<file path="config.mk">
export PLATFORM = sky130hd
export DESIGN_NAME = json_string_escaper_utf8_check_core
export DESIGN_NICKNAME = d
export VERILOG_FILES = /design/src/rtl/jsesc_pkg.sv /design/src/rtl/jsesc_front.sv /design/src/rtl/jsesc_fifo.sv /design/src/rtl/jsesc_back.sv /design/src/rtl/json_string_escaper_utf8_check_core.sv
export SDC_FILE = /design/constraint.sdc
export NUM_CORES = 1
export LEC_CHECK = 0
export BUFFER_PORTS_ARGS = -buffer_cell sky130_fd_sc_hd__buf_2
export CAP_MARGIN = 20
export CORE_MARGIN = 5
export CORE_UTILIZATION = 45
export DETAILED_ROUTE_END_ITERATION = 16
export PLACE_DENSITY = 0.61
export SLEW_MARGIN = 20
export SYNTH_ARGS = -nofsm -noshare
export SYNTH_HDL_FRONTEND = slang
export SYNTH_HIERARCHICAL = 1
export SYNTH_SLANG_ARGS = --single-unit
</file>
<file path="constraint.sdc">
create_clock -name clk_i -period 9.5 [get_ports clk_i]
set_input_delay 0.475 -clock clk_i [delete_from_list [all_inputs] [get_ports clk_i]]
set_output_delay 0.475 -clock clk_i [all_outputs]
set_load 0.05 [all_outputs]
</file>
<file path="src/rtl/jsesc_pkg.sv">
// Shared types, character codes and UTF-8 classification helpers for the JSON string escaper.
package jsesc_pkg;

  localparam int unsigned MaxRun = 8;
  localparam int unsigned RunIdxW = 3;
  localparam int unsigned RunCntW = 4;

  localparam logic [7:0] CharQuote  = 8'h22;
  localparam logic [7:0] CharBslash = 8'h5c;
  localparam logic [7:0] CharU      = 8'h75;
  localparam logic [7:0] CharZero   = 8'h30;
  localparam logic [7:0] CharLowA   = 8'h61;

  localparam logic [7:0] ContMask   = 8'hc0;
  localparam logic [7:0] ContTag    = 8'h80;
  localparam logic [7:0] Lead2Lo    = 8'hc2;
  localparam logic [7:0] Lead2Hi    = 8'hdf;
  localparam logic [7:0] Lead3Lo    = 8'he0;
  localparam logic [7:0] Lead3Hi    = 8'hef;
  localparam logic [7:0] Lead4Lo    = 8'hf0;
  localparam logic [7:0] Lead4Hi    = 8'hf4;
  localparam logic [7:0] LeadE0     = 8'he0;
  localparam logic [7:0] LeadEd     = 8'hed;
  localparam logic [7:0] LeadF0     = 8'hf0;
  localparam logic [7:0] LeadF4     = 8'hf4;
  localparam logic [7:0] MinAfterE0 = 8'ha0;
  localparam logic [7:0] MaxAfterEd = 8'h9f;
  localparam logic [7:0] MinAfterF0 = 8'h90;
  localparam logic [7:0] MaxAfterF4 = 8'h8f;

  typedef struct packed {
    logic [7:0] byte_value;
    logic       has_byte;
    logic       string_start;
    logic       string_end;
  } in_word_t;

  typedef struct packed {
    logic [7:0] out_byte;
    logic       last_of_run;
    logic       bad_utf8;
  } out_word_t;

  // all output words caused by one input item
  typedef struct packed {
    logic [MaxRun-1:0][7:0] data;
    logic [MaxRun-1:0]      bad;
    logic [RunCntW-1:0]     count;
  } run_t;

  // second byte of a short escape, zero when the byte has none
  function automatic logic [7:0] esc_char(input logic [7:0] b);
    logic [7:0] r;
    r = 8'h00;
    unique case (b)
      8'h22:   r = 8'h22;
      8'h5c:   r = 8'h5c;
      8'h08:   r = 8'h62;
      8'h0c:   r = 8'h66;
      8'h0a:   r = 8'h6e;
      8'h0d:   r = 8'h72;
      8'h09:   r = 8'h74;
      default: r = 8'h00;
    endcase
    return r;
  endfunction

  function automatic logic [7:0] hex_char(input logic [3:0] nib);
    logic [7:0] r;
    if (nib < 4'd10) begin
      r = CharZero + {4'h0, nib};
    end else begin
      r = CharLowA + {4'h0, nib} - 8'd10;
    end
    return r;
  endfunction

  // sequence length from a lead byte, 0 when the byte cannot start one
  function automatic logic [2:0] lead_len(input logic [7:0] b);
    logic [2:0] r;
    r = 3'd0;
    if (b >= Lead2Lo && b <= Lead2Hi) begin
      r = 3'd2;
    end else if (b >= Lead3Lo && b <= Lead3Hi) begin
      r = 3'd3;
    end else if (b >= Lead4Lo && b <= Lead4Hi) begin
      r = 3'd4;
    end
    return r;
  endfunction

  // overlong, surrogate and beyond-range checks on the second byte
  function automatic logic second_bad(input logic [7:0] lead, input logic [7:0] b);
    return (lead == LeadE0 && b < MinAfterE0) || (lead == LeadEd && b > MaxAfterEd) ||
           (lead == LeadF0 && b < MinAfterF0) || (lead == LeadF4 && b > MaxAfterF4);
  endfunction

endpackage

</file>
<file path="src/rtl/jsesc_front.sv">
// Front end: classifies each input word, tracks UTF-8 state and builds its output run.
module jsesc_front (
  input  logic                clk_i,
  input  logic                rst_ni,
  input  jsesc_pkg::in_word_t in_i,
  input  logic                accept_i,
  output jsesc_pkg::run_t     run_o,
  output logic                run_valid_o
);

  logic [2:0][7:0] held_q, held_d;
  logic [1:0]      held_cnt_q, held_cnt_d;
  logic [2:0]      seq_len_q, seq_len_d;
  logic            skip_q, skip_d;

  always_comb begin
    logic [jsesc_pkg::MaxRun-1:0][7:0] data;
    logic [jsesc_pkg::MaxRun-1:0]      bad;
    logic [jsesc_pkg::RunCntW-1:0]     n;
    logic [7:0]                        b;
    logic [7:0]                        esc;
    logic [2:0]                        len;
    data       = '0;
    bad        = '0;
    n          = '0;
    b          = in_i.byte_value;
    esc        = jsesc_pkg::esc_char(b);
    len        = jsesc_pkg::lead_len(b);
    held_d     = held_q;
    held_cnt_d = held_cnt_q;
    seq_len_d  = seq_len_q;
    skip_d     = skip_q;

    if (in_i.string_start) begin
      held_cnt_d = '0;
      seq_len_d  = '0;
      skip_d     = 1'b0;
      data[n[2:0]] = jsesc_pkg::CharQuote;
      n = n + 4'd1;
    end

    if (in_i.has_byte && !skip_d) begin
      if (seq_len_d == 3'd0) begin
        if (!b[7]) begin
          if (esc != 8'h00) begin
            data[n[2:0]] = jsesc_pkg::CharBslash;
            n = n + 4'd1;
            data[n[2:0]] = esc;
            n = n + 4'd1;
          end else if (b < 8'h20) begin
            data[n[2:0]] = jsesc_pkg::CharBslash;
            n = n + 4'd1;
            data[n[2:0]] = jsesc_pkg::CharU;
            n = n + 4'd1;
            data[n[2:0]] = jsesc_pkg::CharZero;
            n = n + 4'd1;
            data[n[2:0]] = jsesc_pkg::CharZero;
            n = n + 4'd1;
            data[n[2:0]] = jsesc_pkg::hex_char(b[7:4]);
            n = n + 4'd1;
            data[n[2:0]] = jsesc_pkg::hex_char(b[3:0]);
            n = n + 4'd1;
          end else begin
            data[n[2:0]] = b;
            n = n + 4'd1;
          end
        end else if (len == 3'd0) begin
          bad[n[2:0]] = 1'b1;
          n = n + 4'd1;
          skip_d = 1'b1;
        end else begin
          held_d[0]  = b;
          held_cnt_d = 2'd1;
          seq_len_d  = len;
        end
      end else if ((b & jsesc_pkg::ContMask) != jsesc_pkg::ContTag ||
                   (held_cnt_d == 2'd1 && jsesc_pkg::second_bad(held_q[0], b))) begin
        bad[n[2:0]] = 1'b1;
        n = n + 4'd1;
        held_cnt_d = '0;
        seq_len_d  = '0;
        skip_d     = 1'b1;
      end else if ({1'b0, held_cnt_d} + 3'd1 >= seq_len_d || held_cnt_d == 2'd3) begin
        // sequence complete: release the held bytes followed by this one
        for (int i = 0; i < 3; i++) begin
          if (2'(i) < held_cnt_d) begin
            data[n[2:0]] = held_q[i];
            n = n + 4'd1;
          end
        end
        data[n[2:0]] = b;
        n = n + 4'd1;
        held_cnt_d = '0;
        seq_len_d  = '0;
      end else begin
        held_d[held_cnt_d] = b;
        held_cnt_d = held_cnt_d + 2'd1;
      end
    end

    if (in_i.string_end) begin
      if (!skip_d) begin
        if (seq_len_d != 3'd0) begin
          bad[n[2:0]] = 1'b1;
        end else begin
          data[n[2:0]] = jsesc_pkg::CharQuote;
        end
        n = n + 4'd1;
      end
      held_cnt_d = '0;
      seq_len_d  = '0;
      skip_d     = 1'b0;
    end

    run_o.data  = data;
    run_o.bad   = bad;
    run_o.count = n;
    run_valid_o = (n != '0);
  end

  always_ff @(posedge clk_i or negedge rst_ni) begin
    if (!rst_ni) begin
      held_cnt_q <= '0;
      seq_len_q  <= '0;
      skip_q     <= 1'b0;
    end else if (accept_i) begin
      held_cnt_q <= held_cnt_d;
      seq_len_q  <= seq_len_d;
      skip_q     <= skip_d;
    end
  end

  always_ff @(posedge clk_i) begin
    if (accept_i) begin
      held_q <= held_d;
    end
  end

endmodule

</file>
<file path="src/rtl/jsesc_fifo.sv">
// Short queue of output runs between the front end and the serializer.
module jsesc_fifo #(
  parameter int unsigned Depth = 4
) (
  input  logic            clk_i,
  input  logic            rst_ni,
  input  logic            wr_i,
  input  jsesc_pkg::run_t wr_data_i,
  input  logic            rd_i,
  output jsesc_pkg::run_t rd_data_o,
  output logic            full_o,
  output logic            empty_o
);

  localparam int unsigned PtrW = (Depth > 1) ? $clog2(Depth) : 1;
  localparam int unsigned CntW = $clog2(Depth + 1);

  jsesc_pkg::run_t mem_q [Depth];
  logic [PtrW-1:0] wr_ptr_q, rd_ptr_q;
  logic [CntW-1:0] cnt_q;

  assign full_o    = (cnt_q == CntW'(Depth));
  assign empty_o   = (cnt_q == '0);
  assign rd_data_o = mem_q[rd_ptr_q];

  always_ff @(posedge clk_i or negedge rst_ni) begin
    if (!rst_ni) begin
      wr_ptr_q <= '0;
      rd_ptr_q <= '0;
      cnt_q    <= '0;
    end else begin
      if (wr_i) begin
        wr_ptr_q <= (wr_ptr_q == PtrW'(Depth - 1)) ? '0 : wr_ptr_q + 1'b1;
      end
      if (rd_i) begin
        rd_ptr_q <= (rd_ptr_q == PtrW'(Depth - 1)) ? '0 : rd_ptr_q + 1'b1;
      end
      if (wr_i && !rd_i) begin
        cnt_q <= cnt_q + 1'b1;
      end else if (rd_i && !wr_i) begin
        cnt_q <= cnt_q - 1'b1;
      end
    end
  end

  always_ff @(posedge clk_i) begin
    if (wr_i) begin
      mem_q[wr_ptr_q] <= wr_data_i;
    end
  end

endmodule

</file>
<file path="src/rtl/jsesc_back.sv">
// Back end: walks the head run one output word per pop.
module jsesc_back (
  input  logic                 clk_i,
  input  logic                 rst_ni,
  input  jsesc_pkg::run_t      run_i,
  input  logic                 run_empty_i,
  output logic                 run_done_o,
  output jsesc_pkg::out_word_t out_o,
  output logic                 empty,
  input  logic                 pop
);

  logic [jsesc_pkg::RunIdxW-1:0] idx_q;
  logic                          last;

  assign last              = ({1'b0, idx_q} == run_i.count - 4'd1);
  assign empty             = run_empty_i;
  assign out_o.out_byte    = run_i.data[idx_q];
  assign out_o.bad_utf8    = run_i.bad[idx_q];
  assign out_o.last_of_run = last;
  assign run_done_o        = pop && !run_empty_i && last;

  always_ff @(posedge clk_i or negedge rst_ni) begin
    if (!rst_ni) begin
      idx_q <= '0;
    end else if (pop && !run_empty_i) begin
      idx_q <= last ? '0 : idx_q + 1'b1;
    end
  end

endmodule

</file>
<file path="src/rtl/json_string_escaper_utf8_check_core.sv">
// JSON string escaper with UTF-8 validation: takes one string byte per word and gives the
// quoted, escaped text one byte per word. An input word is taken every cycle while the run
// queue (FifoDepth entries, one per input word that yields output) has room; the result side
// gives one byte per cycle while popped, so a word that expands into an escape (up to eight
// result words with quotes) holds the result side and the queue absorbs the burst. Plain ASCII
// and completed UTF-8 sequences flow at one byte per cycle while popped. A held multi-byte
// sequence appears only when its final byte arrives and passes the checks; a bad sequence yields
// one bad_utf8 word and the rest of the string is dropped until string_end or string_start.
module json_string_escaper_utf8_check_core #(
  parameter int unsigned FifoDepth = 4
) (
  input  logic                 clk_i,
  input  logic                 rst_ni,
  input  jsesc_pkg::in_word_t  in_i,
  input  logic                 push,
  output logic                 full,
  output jsesc_pkg::out_word_t out_o,
  output logic                 empty,
  input  logic                 pop
);

  jsesc_pkg::run_t front_run, head_run;
  logic            front_valid, accept, q_full, q_empty, run_done;

  assign full   = q_full;
  assign accept = push && !q_full;

  jsesc_front u_front (
    .clk_i,
    .rst_ni,
    .in_i,
    .accept_i    (accept),
    .run_o       (front_run),
    .run_valid_o (front_valid)
  );

  jsesc_fifo #(
    .Depth (FifoDepth)
  ) u_fifo (
    .clk_i,
    .rst_ni,
    .wr_i      (accept && front_valid),
    .wr_data_i (front_run),
    .rd_i      (run_done),
    .rd_data_o (head_run),
    .full_o    (q_full),
    .empty_o   (q_empty)
  );

  jsesc_back u_back (
    .clk_i,
    .rst_ni,
    .run_i       (head_run),
    .run_empty_i (q_empty),
    .run_done_o  (run_done),
    .out_o,
    .empty,
    .pop
  );

`ifndef SYNTHESIS
  // an error word is always the final word of its run and carries a zero byte
  a_bad_is_last: assert property (@(posedge clk_i) disable iff (!rst_ni)
    (!empty && out_o.bad_utf8) |-> (out_o.last_of_run && out_o.out_byte == 8'h00))
    else $error("error word not last of run or carries data");

  // a run that is not finished keeps the result side non-empty
  a_run_continues: assert property (@(posedge clk_i) disable iff (!rst_ni)
    (pop && !empty && !out_o.last_of_run) |=> !empty)
    else $error("run cut short");

  // a string start always yields at least its opening quote
  a_start_yields: assert property (@(posedge clk_i) disable iff (!rst_ni)
    (push && !full && in_i.string_start) |=> !empty)
    else $error("string start produced no output");

  // queued runs are never empty
  a_run_nonzero: assert property (@(posedge clk_i) disable iff (!rst_ni)
    !empty |-> (head_run.count != 4'd0 && head_run.count <= 4'd8))
    else $error("bad run length in queue");
`endif

endmodule

</file>
== Word level (Yosys, flattened, before mapping) ==
Memories as Yosys holds them, arrays and structs flattened.
Cells that the tools add are included.
Widths: inputs -> output; s select.

* Multiplexer cells: 150
* Bitwise logic cells: 19
* Reduce and logical (&&, ||, !) cells: 45
* Equal/unequal tests: 22
* $lt $le $gt $ge: 40
* Add/sub/neg operators: 24

{| class="wikitable"
|+ Operators with widths
! kind !! number
|-
| $mux 64 || 25
|-
| $bwmux 64 || 8
|-
| $mux 8 || 37
|-
| $demux 8 s3 || 10
|-
| $and 48x48->48 || 3
|-
| $not 48->48 || 3
|-
| $mux 4 || 25
|-
| $pmux 7 s7 || 1
|-
| $or 16x16->16 || 3
|-
| $mux 3 || 14
|-
| $eq 8x4->1 const B || 5
|-
| $lt 3x4->1 const B || 10
|-
| $or 40x40->40 || 1
|-
| $add 4x1->4 const B || 9
|-
| $and 4x32->32 || 1
|-
| $eq 8x8->1 const B || 4
|-
| $not 32->32 || 1
|-
| $or 3x32->32 || 1
|-
| $ge 3x1->1 const B || 9
|-
| $logic_and 1x1->1 || 26
|-
| $and 24x24->24 || 1
|-
| $bmux 8 s3 || 1
|-
| $bwmux 24 || 1
|-
| $ge 8x8->1 const B || 3
|-
| other kinds (47) || 98
|}

* RAM bits: 304
* Bits in registers: 40
* Word-level logic and storage cells: 311
* Memories: 1

{| class="wikitable"
|+ Memories
! name !! depth !! bits a word !! read ports !! clocked after Yosys merged registers in !! wr ports !! line !! RTL
|-
| u_fifo.mem_q || 4 || 76 || 1 || 0 || 1 || jsesc_fifo.sv:18 || <nowiki>jsesc_pkg::run_t mem_q [Depth];</nowiki>
|}

== Longest topological paths before layout ==
* Depth after elaboration: 36
* Depth in mapped cells: 24
* Depth with buffers taken out: 23

== Hierarchy ==
The synthesis kept the hierarchy.

{| class="wikitable"
|+ Modules (own cells, without submodules)
! module !! times used !! cells an instance !! seq. area each (um^2) !! area an instance (um^2)
|-
| jsesc_fifo || 1 || 435 || 9303.9 || 11392.2
|-
| jsesc_front || 1 || 578 || 870.8 || 4341.7
|-
| jsesc_back || 1 || 62 || 75.1 || 862.1
|-
| json_string_escaper_utf8_check_core || 1 || 2 || 0.0 || 15.0
|}

== Least setup slack after synthesis ==
Ideal clock, no wire load.

* Kind: input to register
* Start: in in_i[1] in the netlist's numbering
* End: mem u_fifo/mem_q[0][0] in the netlist's numbering, enable pin
* Cell stages on the path: 18
* Required time: 9057 ps
* Slack: 3591 ps
* Arrival time: 5467 ps
* Cell sequence: clkbuf_1 clkbuf_1 clkbuf_1 nor2_1 ha_1 nand2b_1 a21o_1 a211o_1 o31ai_1 o32a_2 inv_1 ha_1 and3_1 o211ai_1 xnor2_1 or4b_1 and3b_1 and2_1

{| class="wikitable"
|+ RTL lines
! what !! line !! RTL
|-
| from (decl) || json_string_escaper_utf8_check_core.sv:14 || <nowiki>input jsesc_pkg::in_word_t in_i,</nowiki>
|-
| to (decl) || jsesc_fifo.sv:18 ||
|}

==> flow_summary.ini <==
[outcome]
outcome = complete, no violations

[global_routing]
antenna_found_initial = 1
grt_max_degree = 48
grt.overflow.total = 0
grt_use_total_pct = 19.4
grt_pass1_vias = 9702
grt_first_pass_wirelength_um = 61400

[finish]
fin_util_pct = 50.1
fin_area_mm2 = 0.0183
nNetsFinal = 1137
synthToLayoutAreaGrowth_pct = 10.1
layout_commonest_cell = edfxtp_1
layout_common_cells = edfxtp_1 (328), mux4_2 (78), nand2_1 (53)
drive_gt1_share_pct = 19.2

[worst_setup_path]
crit_arrival_ps = 6170
crit_required_ps = 9660
critPathKind = in2reg
end_kind = flop
crit_fanout = 47
cp_slowest_stage_delay_ps = 670
path_cells = buf_2, buf_4, inv_1, nand2_1, inv_1, ha_1, ha_1, a211o_1, o31ai_1, buf_4, o32a_2, inv_1, ha_1, and3_1, o211ai_1, xnor2_1, or4b_1, and3b_1, and2_4, buf_4
cp_top_family = buffers and inverters
cp.buffers_inverters = 7
slowest_stage = buf_4
startpoint_type = input port

[detailed_routing]
postRouteAntennaNets = 0
wirelength_um = 40100
viasPerCell = 6.25
first_iter_violations = 950
vias = 9915
drc = 0
wire_per_inst_um = 25.3
dr.pass1.iters = 6

[die]
floorplan.initialDensity_pct = 45.5
die_x_um = 202
rows = 70
io_pins = 27
die_height_um = 202
coreArea_mm2 = 0.0365
die_area_mm2 = 0.0409

[placed_design]
port_buffers = 26
placement.cell_area_mm2 = 0.0170
dp.final_hpwl_um = 27000
gp_congestion = 0.984

[synthesis]
seq_area_frac_synth_pct = 61.7
syn_avg_cell_area_um2 = 15.4
yosys_most_used_dff = edfxtp_1
yosys-top-cells-area = edfxtp_1 (59%), mux4_2 (11%), ha_1 (2.6%)
syn_inst = 1077
synth_top_cell_area_share_pct = 59.3
yosysTopAreaCell = edfxtp_1
async_flop_share_pct = 4.65
synth-warning-count = 6
syn_area_mm2 = 0.0166
synth_edf_count = 328
synth_seq_cells = 344
synth_cell_types = 86

[min_path]
hp-class = in2reg

[clock_network]
clk_pin_slew_ps = 50
numClockSinks = 344
h-tree-depth = 2
cts_tree = done
post_cts_buffers = 0
worstSkewPairLatency_ps = 540
cts_buffers = 38
cts_max_path_buffers = 3
clockRootBuffer = clkbuf_16

[sta]
fin_crit_sh_pct = 63.3
whs_ps = 261
slew_headroom_pct = 22.9
worstMarginPinSlew_ps = 1150
hold_viol_final = 0
rsz0062_at_grt = no
fmax_ghz = 0.166
setup_viol = 0
fin_skew_ps = 17.0
finalCriticalPeriod_ps = 6010
fin_tns_setup_ps = 0
slew_viol_final = 0

[pwr]
finalPower_mw = 4.84
peakVddDrop_v = 0.000145
power_density_mw_per_mm2 = 264
p_leak_nw = 6.10

[job]
drv_cap = 0
## final timing paths
| check | start | endpoint | slack [ps] | cells past startpoint |
|---|---|---|---|---|
| max in group asynchronous | rst_ni | u_fifo/rd_ptr_q[1] | 8800 | 2 |
| hold reg to reg | u_fifo/cnt_q[2] | u_fifo/cnt_q[2] | 500 | 1 |
| hold / removal | in_i[0] | u_front/skip_q | 260 | 2 |
| setup reg to reg | u_front/held_cnt_q[1] | u_fifo/mem_q[2][14] | 3570 | 16 |
| min in group asynchronous | rst_ni | u_fifo/wr_ptr_q[0] | 390 | 2 |
| setup / recovery | in_i[1] | u_fifo/mem_q[2][14] | 3490 | 20 |
## flip-flops by register name (all words and copies together) (netlist names)
name                cells
u_fifo/wr_ptr_q         2
u_front/held_cnt_q      2
u_front/seq_len_q       3
u_front/skip_q          1
u_fifo/rd_ptr_q         2
u_fifo/mem_q          304
u_front/held_q         24
u_fifo/cnt_q            3
u_back/idx_q            3
## through the flow
step	std cells	setup slack (ps)
after CTS	1584	3550
after global routing	1585	3070
after detailed placement	1513	3000
after global placement	1513	3120
after floorplan	1086	3590
final	1586	3490
## synth_stat cells (all sizes together) (28+ instances only)
cell type / count
edfxtp: 328
mux4: 94
nand2: 53
nor2: 52
a21oi: 49
buf: 47
a211oi: 39
clkbuf: 36
ha: 34
inv: 29
o21ai: 29
a22oi: 28
## where the power goes
| part | switching [mW] | internal, mW |
|---|---|---|
| Clock | 0.576 | 0.856 |
| Combinational | 0.793 | 0.581 |
| Sequential | 0.121 | 1.91 |
## metal layers
layer,vias to the layer above,track usage [%],routed length [um]
met1,5077,28.4,18200
met4,0,5.58,1050
met2,362,30.8,18800
li1,4397,-,-
met3,79,2.74,2130
met5,-,0,0
## area by class of cell
cell class              instances  area [um2]
diodes                          1        2.50
clock buffers                  48        1030
clock inverters                22         203
fillers                      3056       18200
inverters                      29         109
multi-input cells             630        5830
flip-flops and latches        344       10300
well taps                     468         586
repair buffers                 44         265
## cells by family after synthesis
family / after synthesis / synth area share (%)
AO/OA/AOI/OAI: 241 / 10.3
XOR/XNOR: 11 / 0.580
adder cells (fa/ha/maj): 35 / 2.68
buffers and inverters: 112 / 3.54
flip-flops: 344 / 61.7
multiplexers: 109 / 14.1
other: 1 / 0.0226
AND/OR/NAND/NOR: 224 / 7.01
## timing repair
| item | in CTS | in global routing |
|---|---|---|
| endpoints found under the hold margin | 16 | 0 |
| endpoints found under the setup margin | 0 | 0 |
| hold buffers | 1 | 0 |
| gates resized for setup | 0 | 0 |
Note: power is estimated with default switching activity, not from simulation.
